===== src/rtl/cds_pkg.sv =====
// cds_pkg: types, constants and small functions for the calendar date stepper
// used by cds_in_stage, cds_date_core and calendar_date_stepper
// no dependencies
package cds_pkg;

    localparam logic        CMD_LOAD    = 1'b0;
    localparam logic        CMD_ADVANCE = 1'b1;

    localparam logic [4:0]  MAX_STEP    = 5'd31;
    localparam logic [11:0] YEAR_MIN    = 12'd1900;
    localparam logic [11:0] YEAR_MAX    = 12'd4095;

    localparam logic [4:0]  RST_DAY     = 5'd1;
    localparam logic [3:0]  RST_MONTH   = 4'd1;
    localparam logic [11:0] RST_YEAR    = 12'd1900;
    localparam logic [2:0]  RST_WEEKDAY = 3'd1;
    localparam logic [8:0]  RST_Y400    = 9'd300;

    typedef enum logic [1:0] {
        ST_OK       = 2'd0,
        ST_BAD_DATE = 2'd1,
        ST_OVERFLOW = 2'd2
    } t_status;

    typedef struct packed {
        logic        command;
        logic [4:0]  load_day;
        logic [3:0]  load_month;
        logic [11:0] load_year;
        logic [4:0]  step_days;
        logic [5:0]  q100_year;
        logic [11:0] year_adj;
        logic [5:0]  q100_adj;
    } t_in_word;

    typedef struct packed {
        logic [4:0]  day;
        logic [3:0]  month;
        logic [11:0] year;
        logic [2:0]  weekday;
        t_status     status;
    } t_result;

    // floor(y / 100) for any 12-bit y, by reciprocal multiply
    function automatic logic [5:0] div100(input logic [11:0] y);
        logic [22:0] prod;
        prod = {11'd0, y} * 23'd1311;
        return prod[22:17];
    endfunction

    // value mod 7 by folding octal digits (8 is 1 mod 7)
    function automatic logic [2:0] mod7(input logic [12:0] v);
        logic [4:0] a;
        logic [3:0] b;
        logic [2:0] c;
        a = {2'd0, v[2:0]} + {2'd0, v[5:3]} + {2'd0, v[8:6]} + {2'd0, v[11:9]}
            + {4'd0, v[12]};
        b = {1'b0, a[2:0]} + {2'd0, a[4:3]};
        c = b[2:0] + {2'd0, b[3]};
        return (c == 3'd7) ? 3'd0 : c;
    endfunction

    // month length, zero for a month outside 1 to 12
    function automatic logic [4:0] month_len(input logic [3:0] m, input logic leap);
        logic [4:0] len;
        case (m)
            4'd2:                     len = leap ? 5'd29 : 5'd28;
            4'd4, 4'd6, 4'd9, 4'd11:  len = 5'd30;
            4'd1, 4'd3, 4'd5, 4'd7,
            4'd8, 4'd10, 4'd12:       len = 5'd31;
            default:                  len = 5'd0;
        endcase
        return len;
    endfunction

    // per-month weekday offset, January first
    function automatic logic [2:0] month_offset(input logic [3:0] m);
        logic [2:0] off;
        case (m)
            4'd1:    off = 3'd0;
            4'd2:    off = 3'd3;
            4'd3:    off = 3'd2;
            4'd4:    off = 3'd5;
            4'd5:    off = 3'd0;
            4'd6:    off = 3'd3;
            4'd7:    off = 3'd5;
            4'd8:    off = 3'd1;
            4'd9:    off = 3'd4;
            4'd10:   off = 3'd6;
            4'd11:   off = 3'd2;
            4'd12:   off = 3'd4;
            default: off = 3'd0;
        endcase
        return off;
    endfunction

endpackage


===== src/rtl/calendar_date_stepper.sv =====
// calendar_date_stepper: gregorian date and weekday keeper with load and advance
// instantiates cds_in_stage and cds_date_core; depends on cds_pkg
//
// usage
//   input channel (i_in_valid / o_in_ready) carries one command word: a load of
//   day, month and year, or an advance of the stored date by 0 to 31 days
//   output channel (o_out_valid / i_out_ready) returns one word per command:
//   the stored date, its weekday (0 sunday) and a status
//   (ok, load rejected as invalid date, advance refused past year 4095)
//   path: the input register holds each accepted command, then the result register holds its result word
//   throughput: one command per cycle while the receiver takes each result word; the stored date is read and rewritten
//   by one pass of date logic between the input register and the result register
//   when the receiver stalls, the result register holds its word and the input
//   register takes one more command, after which o_in_ready drops until the
//   result word is taken
//   reset: both registers empty, stored date 1 january 1900, a monday
module calendar_date_stepper
    import cds_pkg::*;
(
    input  logic        i_clk,
    input  logic        i_rst_n,
    input  logic        i_in_valid,
    output logic        o_in_ready,
    input  logic        i_command,
    input  logic [4:0]  i_load_day,
    input  logic [3:0]  i_load_month,
    input  logic [11:0] i_load_year,
    input  logic [4:0]  i_step_days,
    output logic        o_out_valid,
    input  logic        i_out_ready,
    output logic [4:0]  o_day,
    output logic [3:0]  o_month,
    output logic [11:0] o_year,
    output logic [2:0]  o_weekday,
    output logic [1:0]  o_status
);

    logic     s1_valid;
    t_in_word s1_word;
    logic     take;
    t_result  result;

    logic     r_out_valid;
    t_result  r_out;

    assign take = s1_valid && (!r_out_valid || i_out_ready);

    cds_in_stage u_in_stage (
        .i_clk        (i_clk),
        .i_rst_n      (i_rst_n),
        .i_valid      (i_in_valid),
        .i_command    (i_command),
        .i_load_day   (i_load_day),
        .i_load_month (i_load_month),
        .i_load_year  (i_load_year),
        .i_step_days  (i_step_days),
        .i_take       (take),
        .o_ready      (o_in_ready),
        .o_valid      (s1_valid),
        .o_word       (s1_word)
    );

    cds_date_core u_date_core (
        .i_clk    (i_clk),
        .i_rst_n  (i_rst_n),
        .i_update (take),
        .i_word   (s1_word),
        .o_result (result)
    );

    always_ff @(posedge i_clk) begin
        if (!i_rst_n) begin
            r_out_valid <= 1'b0;
        end else if (take) begin
            r_out_valid <= 1'b1;
        end else if (i_out_ready) begin
            r_out_valid <= 1'b0;
        end
    end

    always_ff @(posedge i_clk) begin
        if (take) begin
            r_out <= result;
        end
    end

    assign o_out_valid = r_out_valid;
    assign o_day       = r_out.day;
    assign o_month     = r_out.month;
    assign o_year      = r_out.year;
    assign o_weekday   = r_out.weekday;
    assign o_status    = r_out.status;

endmodule


===== src/rtl/cds_in_stage.sv =====
// cds_in_stage: input register of the date stepper, with the century quotients
// of the load year worked out ahead of the date logic
// depends on cds_pkg
module cds_in_stage
    import cds_pkg::*;
(
    input  logic        i_clk,
    input  logic        i_rst_n,
    input  logic        i_valid,
    input  logic        i_command,
    input  logic [4:0]  i_load_day,
    input  logic [3:0]  i_load_month,
    input  logic [11:0] i_load_year,
    input  logic [4:0]  i_step_days,
    input  logic        i_take,
    output logic        o_ready,
    output logic        o_valid,
    output t_in_word    o_word
);

    logic        r_valid;
    t_in_word    r_word;
    t_in_word    n_word;
    logic [11:0] year_adj;

    assign o_ready = !r_valid || i_take;
    assign o_valid = r_valid;
    assign o_word  = r_word;

    // january and february count with the previous year
    assign year_adj = i_load_year - {11'd0, (i_load_month < 4'd3)};

    always_comb begin
        n_word.command    = i_command;
        n_word.load_day   = i_load_day;
        n_word.load_month = i_load_month;
        n_word.load_year  = i_load_year;
        n_word.step_days  = i_step_days;
        n_word.q100_year  = div100(i_load_year);
        n_word.year_adj   = year_adj;
        n_word.q100_adj   = div100(year_adj);
    end

    always_ff @(posedge i_clk) begin
        if (!i_rst_n) begin
            r_valid <= 1'b0;
        end else if (i_valid && o_ready) begin
            r_valid <= 1'b1;
        end else if (i_take) begin
            r_valid <= 1'b0;
        end
    end

    always_ff @(posedge i_clk) begin
        if (i_valid && o_ready) begin
            r_word <= n_word;
        end
    end

endmodule


===== src/rtl/cds_date_core.sv =====
// cds_date_core: stored date and weekday, load check and the two-stage month carry
// holds the date state; depends on cds_pkg
module cds_date_core
    import cds_pkg::*;
(
    input  logic     i_clk,
    input  logic     i_rst_n,
    input  logic     i_update,
    input  t_in_word i_word,
    output t_result  o_result
);

    logic [4:0]  r_day;
    logic [3:0]  r_month;
    logic [11:0] r_year;
    logic [2:0]  r_weekday;
    logic [8:0]  r_y400;

    logic [4:0]  n_day;
    logic [3:0]  n_month;
    logic [11:0] n_year;
    logic [2:0]  n_weekday;
    logic [8:0]  n_y400;
    t_status     status;

    // load side
    logic [3:0]  l_q400;
    logic [11:0] l_rem100;
    logic [11:0] l_rem400;
    logic [8:0]  l_y400;
    logic        l_leap;
    logic [4:0]  l_len;
    logic        l_ok;
    logic [12:0] l_sum;
    logic [2:0]  l_weekday;

    // advance side
    logic [4:0]  a_step;
    logic        a_leap;
    logic [5:0]  a_d0;
    logic [4:0]  a_len1;
    logic [5:0]  a_d1;
    logic [3:0]  a_m1;
    logic        a_wrap1;
    logic [4:0]  a_len2;
    logic [5:0]  a_d2;
    logic [3:0]  a_m2;
    logic        a_wrap2;
    logic        a_ovf;
    logic [5:0]  a_wd_sum;
    logic [2:0]  a_weekday;
    logic [8:0]  a_y400_inc;

    assign l_q400   = i_word.q100_year[5:2];
    assign l_rem100 = i_word.load_year - ({6'd0, i_word.q100_year} * 12'd100);
    assign l_rem400 = i_word.load_year - ({8'd0, l_q400} * 12'd400);
    assign l_y400   = l_rem400[8:0];
    assign l_leap   = (l_y400[1:0] == 2'd0) && ((l_rem100[6:0] != 7'd0) || (l_y400 == 9'd0));
    assign l_len    = month_len(i_word.load_month, l_leap);
    assign l_ok     = (l_len != 5'd0) && (i_word.load_day != 5'd0)
                      && (i_word.load_day <= l_len) && (i_word.load_year >= YEAR_MIN);

    assign l_sum = {1'b0, i_word.year_adj}
                 + {3'd0, i_word.year_adj[11:2]}
                 - {7'd0, i_word.q100_adj}
                 + {9'd0, i_word.q100_adj[5:2]}
                 + {10'd0, month_offset(i_word.load_month)}
                 + {8'd0, i_word.load_day};
    assign l_weekday = mod7(l_sum);

    assign a_step = (i_word.step_days > MAX_STEP) ? MAX_STEP : i_word.step_days;
    assign a_leap = (r_y400[1:0] == 2'd0) && (r_y400 != 9'd100) && (r_y400 != 9'd200)
                    && (r_y400 != 9'd300);
    assign a_d0   = {1'b0, r_day} + {1'b0, a_step};
    assign a_len1 = month_len(r_month, a_leap);
    assign a_len2 = month_len(a_m1, a_leap);

    always_comb begin
        a_d1    = a_d0;
        a_m1    = r_month;
        a_wrap1 = 1'b0;
        if (a_d0 > {1'b0, a_len1}) begin
            a_d1 = a_d0 - {1'b0, a_len1};
            if (r_month == 4'd12) begin
                a_m1    = 4'd1;
                a_wrap1 = 1'b1;
            end else begin
                a_m1 = r_month + 4'd1;
            end
        end
    end

    always_comb begin
        a_d2    = a_d1;
        a_m2    = a_m1;
        a_wrap2 = 1'b0;
        if (a_d1 > {1'b0, a_len2}) begin
            a_d2 = a_d1 - {1'b0, a_len2};
            if (a_m1 == 4'd12) begin
                a_m2    = 4'd1;
                a_wrap2 = 1'b1;
            end else begin
                a_m2 = a_m1 + 4'd1;
            end
        end
    end

    assign a_ovf      = (a_wrap1 || a_wrap2) && (r_year == YEAR_MAX);
    assign a_wd_sum   = {3'd0, r_weekday} + {1'b0, a_step};
    assign a_weekday  = mod7({7'd0, a_wd_sum});
    assign a_y400_inc = (r_y400 == 9'd399) ? 9'd0 : r_y400 + 9'd1;

    always_comb begin
        n_day     = r_day;
        n_month   = r_month;
        n_year    = r_year;
        n_weekday = r_weekday;
        n_y400    = r_y400;
        status    = ST_OK;
        if (i_word.command == CMD_LOAD) begin
            if (l_ok) begin
                n_day     = i_word.load_day;
                n_month   = i_word.load_month;
                n_year    = i_word.load_year;
                n_weekday = l_weekday;
                n_y400    = l_y400;
            end else begin
                status = ST_BAD_DATE;
            end
        end else begin
            if (a_ovf) begin
                status = ST_OVERFLOW;
            end else begin
                n_day     = a_d2[4:0];
                n_month   = a_m2;
                n_weekday = a_weekday;
                if (a_wrap1 || a_wrap2) begin
                    n_year = r_year + 12'd1;
                    n_y400 = a_y400_inc;
                end
            end
        end
    end

    always_ff @(posedge i_clk) begin
        if (!i_rst_n) begin
            r_day     <= RST_DAY;
            r_month   <= RST_MONTH;
            r_year    <= RST_YEAR;
            r_weekday <= RST_WEEKDAY;
            r_y400    <= RST_Y400;
        end else if (i_update) begin
            r_day     <= n_day;
            r_month   <= n_month;
            r_year    <= n_year;
            r_weekday <= n_weekday;
            r_y400    <= n_y400;
        end
    end

    always_comb begin
        o_result.day     = n_day;
        o_result.month   = n_month;
        o_result.year    = n_year;
        o_result.weekday = n_weekday;
        o_result.status  = status;
    end

endmodule

===== config.mk =====
export PLATFORM = sky130hd
export DESIGN_NAME = calendar_date_stepper
export DESIGN_NICKNAME = d
export VERILOG_FILES = /design/src/rtl/cds_pkg.sv /design/src/rtl/calendar_date_stepper.sv /design/src/rtl/cds_in_stage.sv /design/src/rtl/cds_date_core.sv
export SDC_FILE = /design/constraint.sdc
export NUM_CORES = 1
export LEC_CHECK = 0
export ABC_CLOCK_PERIOD_IN_PS = 8090
export CAP_MARGIN = 0
export CORE_ASPECT_RATIO = 1.5
export CORE_MARGIN = 5
export CORE_UTILIZATION = 50
export DETAILED_ROUTE_END_ITERATION = 12
export DONT_BUFFER_PORTS = 1
export GPL_TIMING_DRIVEN = 0
export HOLD_SLACK_MARGIN = 0.05
export SYNTH_ARGS = -nofsm -noshare
export SYNTH_HDL_FRONTEND = slang
export SYNTH_HIERARCHICAL = 1
export SYNTH_SLANG_ARGS = --single-unit

===== constraint.sdc =====
create_clock -name i_clk -period 8.09 [get_ports i_clk]
set_input_delay 0.4045 -clock i_clk [delete_from_list [all_inputs] [get_ports i_clk]]
set_output_delay 0.4045 -clock i_clk [all_outputs]
set_load 0.01 [all_outputs]

# Word level (Yosys, flattened, before mapping)
# Memory sizes are Yosys's and may differ from the RTL's. A register that Yosys moved wholly into a read port is not among the register bits.
# Index checks and enable logic that the tools add are counted.
# totals
in_bits	31
romBits	48
register_bits	112
output_inout_bits	28
latch_bits	0
wordCells	177
n_memories	1
ram_bits	0
# mem_list
memory	depth	word_bits	read_ports	rd_clocked_by_memory_dff	wr	line	text
(no name shown)	16	3	1	1	0	cds_pkg.sv:79	case (m)
# op_classes
bitwise	0
n_addsub	25
eq_ne	45
n_lt_le_gt_ge	6
shifts	0
n_mux	44
reduce_logical	32
div	0
mul	4
# op_table
op	count
== test 4 bit, second input constant	15
== test 4 x 3 -> 1 bit, second input constant	12
two-way mux 12 bit	4
multiplier 12 x 11 -> 23 bit, second input constant	2
two-way mux 9 bit	5
one-hot mux 5 bit (3 select lines)	3
two-way mux 4 bit	8
two-way mux 5 bit	5
== test 4 x 2 -> 1 bit, second input constant	6
OR reduction 7 bit	3
two-way mux 3 bit	5
adder 12 x 10 -> 13 bit	1
adder 13 x 3 -> 13 bit	1
adder 13 x 4 -> 13 bit	1
adder 13 x 5 -> 13 bit	1
subtractor 13 x 6 -> 13 bit	1
adder 12 x 1 -> 12 bit, second input constant	1
== test 12 bit, second input constant	1
== test 4 x 1 -> 1 bit, second input constant	3
greater-or-equal comparator 12 x 11 -> 1 bit, second input constant	1
greater-than comparator 6 x 5 -> 1 bit	2
OR reduction 4 bit	3
subtractor 12 x 1 -> 12 bit	1
two-way mux 1 bit	11
other kinds (36)	60

# Depth between registers and ports, before layout
# depth
word_depth	17
ltp_mapped	38
ltp_nobuf	38

# Modules after synthesis
# Netlist, hierarchy kept.
# modules_own_cells
mod	seq_area_each_um2	cells_per_inst	area_each_um2	n_inst
cds_in_stage	1551.5	620	7013.0	1
cds_date_core	660.6	826	6551.3	1
calendar_date_stepper	800.8	30	828.3	1

# Worst setup path after synthesis
# Ideal clock, no wire load.
# synth_timing
path_type	reg-to-reg
start	register u_in_stage.r_word, in the netlist u_in_stage/o_word[41]
end	register r_out, in the netlist o_weekday[1], data pin
t_arrival_ns	7.154
required_time_ns	7.828
period_less_slack_ns	7.416
n_path_buf	0
setup_time_ns	0.262
path_slack_ns	0.674
path_stages_with_launch	36
cell_sequence	edfxtp_1 > inv_1 > ha_1 > mux2i_1 > nor2_1 > fa_1 > inv_1 > fa_1 > fa_1 > inv_1 > ha_1 > a21o_1 > a21oi_1 > o21ai_0 > a21oi_1 > o21ai_0 > a21o_1 > xnor2_1 > fa_1 > fa_1 > inv_1 > ha_1 > inv_1 > fa_1 > xnor2_1 > ha_1 > inv_1 > fa_1 > inv_1 > ha_1 > xnor2_1 > xnor2_1 > nand2_1 > and3_1 > a41oi_1 > nand2_1
# synth_rtl
element	line	text
start, declared	cds_in_stage.sv:22	t_in_word r_word;
start signal, assigned	cds_in_stage.sv:56	r_word <= n_word;
end signal, assigned	calendar_date_stepper.sv:83	r_out <= result;
end, declared	calendar_date_stepper.sv:44	t_result r_out;

==> metrics.md <==
| Metric | Value |
|---|---|
| GP Congestion | 0.9242 |
| Post-route clock period utilization | 95.39% |
| Post-Layout Cell Count | 1887 |
| R2R cell count | 35 |
| Flop2flop setup slack | 370 ps |
| Worst slew margin | 16.84% |
| Setup Viol. Count Final | 0 |
| Post-layout min period | 7717 ps |
| Layout fillers | 2624 |
| Synth Instances | 1476 |
| Critical path class | reg2reg |
| Drt wl/cell | 17.83 um |
| Placed instance area | 14910 sq um |
| Max clock buf depth | 2 |
| Most instantiated cells after synthesis | ha_1, inv_1, fa_1, edfxtp_1, nand2_1 |
| Worst Hold End | u_in_stage/o_word[26] |
| Arr. time, crit path | 7850 ps |
| Clock sink count | 112 |
| Skew final | 8.247 ps |
| Main synth FF type | edfxtp_1 |
| CTS tree | done |
| Synth top area share | 24.17% |
| CP endpoint kind | flip-flop |
| Synth Net Count | 1897 |
| Synth-to-Final Area Change | 6.789% |
| Largest cells by area after synthesis | ha_1, edfxtp_1, fa_1, inv_1, dfxtp_1 |
| IO buf count | 0 |
| Synth Area in Simple Gates | 10.09% |
| Mux share of post-synthesis cell area | 1.043% |
| Via count | 10623 |
| Initial Util | 50.28% |
| Final Cell Area | 15370 sq um |
| Mapped Avg Cell Area | 9.751 sq um |
| Count leader, synth | ha_1 |
| Clk pin slew, worst setup/hold paths | 80 ps |
| H-tree Lvls | 3 |
| Worst-Skew Late Latency | 380 ps |
| Share of layout cells above drive strength 1 | 7.348% |
| Antenna-violating nets left | 0 |
| Post-Synth XOR/XNOR Area | 4.129% |
| # IOs | 59 |
| Max Clk Rate | 129.6 MHz |
| Number of synthesized flops with an enable pin | 77 |
| Initial antenna violation count | 1 |
| Main combinational cell family by area after synthesis | adder cells |
| Crit-path most repeated cell | fa_2 |
| WL final | 33.64 mm |
| Post-layout nets | 1913 |
| Global Route Usage Sum | 21.66% |
| Cts bufs inserted | 9 |
| Area of the mapped netlist | 14390 sq um |
| DIE HEIGHT | 217.8 um |
| Worst R2R Start | u_in_stage/o_word[42] |
| Post-synthesis compound-gate area fraction | 15.74% |
| Final core occ | 53.70% |
| Slowest Stage Delay on Critical Path | 560 ps |
| First-pass GRT wire length | 55.47 mm |
| Final HPWL DP | 27.89 mm |
| Hold Vio Cnt, Final | 0 |
| Die Wd | 148.5 um |
| Core region area | 28620 sq um |
| Synth cell types | 98 |
| # diodes | 0 |
| Actual slew at the worst max-slew pin | 1239 ps |
| Max_cap viols | 0 |
| Initial DRC Count | 491 |
| Hold WC Path Type | in2reg |
| Post-synthesis adder-cell area fraction | 39.75% |
| Fraction of registers with async set/reset | 0% |
| Crit-path slowest cell | fa_2 |
| YS warnings | 6 |
| Root Driver | clkbuf_16 |
| Largest net degree at the start of global routing | 41 |
| Vias/cell | 5.630 |
| Placed Cells | 1867 |
| Drt first pass iters | 6 |
| Seq/Total Area, Yosys | 20.93% |
| Worst Path Required | 8230 ps |
| CP max FO | 4 |
| Hold_sp | i_step_days[2] |
| Grt ovf | 0 |
| CP startpoint kind | flip-flop |
| Reg-to-Reg End | o_weekday[1] |
| Number of storage elements in the synthesis netlist | 112 |
| Drt drc | 0 |
| Number of global-route vias before repair | 11162 |
| FP Rows | 76 |
| Final slew viol count | 0 |
| Die ar. | 32350 sq um |
| Hold path cells | 0 |
| CP Launch Point | u_in_stage/o_word[42] |
| Status | finished, final reports clean |
| Synth area leader | ha_1 |
## state kept, by name (all words and copies together), names as in the netlist
register	count
u_date_core/r_month	4
u_date_core/r_y400	9
o_year	12
u_date_core/r_day	5
o_status	2
o_weekday	3
u_date_core/r_weekday	3
o_out_valid	1
u_in_stage/o_valid	1
u_date_core/r_year	12
o_month	4
u_in_stage/o_word	51
o_day	5
## cell type report
cell class                 instances  area [sq um]  area share, %
buffer                            32         191.4          1.246
clock buffer                      10         250.2          1.628
clock inverter                     6         58.81         0.3826
inverter                         268          1006          6.545
multi-input combinational       1064         10310          67.10
sequential                       112          3013          19.60
tap                              390         488.0          3.175
timing repair buffer               5         50.05         0.3256
## critical path: cells and delay by family (launching register included)
| kind | cells | cell delay (ps) |
|---|---|---|
| AOI/OAI and AO/OA | 7 | 1130 |
| xor gates and xnor gates | 4 | 740 |
| adders and majority gates | 12 | 4230 |
| buffers and inverters | 7 | 360 |
| DFF | 1 | 400 |
| muxes | 1 | 200 |
| and+or+nand+nor | 4 | 420 |
## cells by family after synthesis
family	after synthesis
fa+ha+maj	390
simple gates	281
flops	112
xor+xnor	67
mux	13
compound gates	313
buf+inv	300
## cells in the final DEF (no fill, tap or decap), types with 5 or more instances in the layout
| cell type | n |
|---|---|
| nand2_1 | 75 |
| xnor2_2 | 5 |
| a211oi_1 | 12 |
| nand4_1 | 8 |
| nor3_1 | 27 |
| xnor2_1 | 47 |
| dfxtp_1 | 35 |
| a311oi_1 | 5 |
| xor2_1 | 15 |
| or2_2 | 5 |
| nand3b_1 | 5 |
| mux2i_1 | 6 |
| and3_1 | 13 |
| a21oi_1 | 62 |
| fa_1 | 107 |
| edfxtp_1 | 77 |
| o22ai_1 | 8 |
| o21ai_0 | 41 |
| ha_1 | 273 |
| o21a_1 | 9 |
| a31oi_1 | 16 |
| clkbuf_8 | 5 |
| and2_1 | 8 |
| inv_1 | 260 |
| a21o_1 | 31 |
| a21oi_2 | 6 |
| fa_2 | 5 |
| clkbuf_1 | 22 |
| o21ai_1 | 23 |
| nand2b_1 | 8 |
| o31ai_1 | 5 |
| inv_2 | 6 |
| mux2_2 | 6 |
| nor2b_1 | 11 |
| nand3_1 | 37 |
| o211ai_1 | 10 |
| clkbuf_16 | 10 |
| nor2_1 | 50 |
## worst max path at each step
stage	end	slack, ps	cells past startpoint
2_1_floorplan	o_weekday[1]	670	35
3_3_place_gp	o_weekday[1]	-40	36
3_5_place_dp	o_weekday[1]	-180	36
4_1_cts	o_weekday[1]	20	36
5_1_grt	o_weekday[1]	-2	35
6_report	o_weekday[1]	370	35
## stage by stage
step	hold WS [ps]	setup WS (ps)	setup TNS, ps
5_1_grt	91.58	-1.528	-1.528
6_report	111.3	373.0	0
3_3_place_gp	463.9	-35.46	-35.46
2_1_floorplan	455.5	673.8	0
4_1_cts	89.64	22.89	0
3_5_place_dp	491.3	-184.0	-405.9
## layer usage
metal | vias up | track usage, % | wire [um]
met5 | - | 0 | 13
met1 | 5144 | 23.73 | 13040
met4 | 2 | 10.11 | 1476
met3 | 79 | 3.202 | 1207
li1 | 5184 | - | -
met2 | 214 | 40.55 | 17900
## timing repair
action,4_1_cts,5_1_grt
setup buffers,1,3
gates cloned,0,0
endpoints found under the setup margin,5,55
hold buffers,0,0
pin swaps,0,25
hold endpoints to repair,0,0
gates resized for setup,3,34
Power is not shown: default switching activity piles up to over one toggle a cycle in this logic, so the estimate is an artifact.
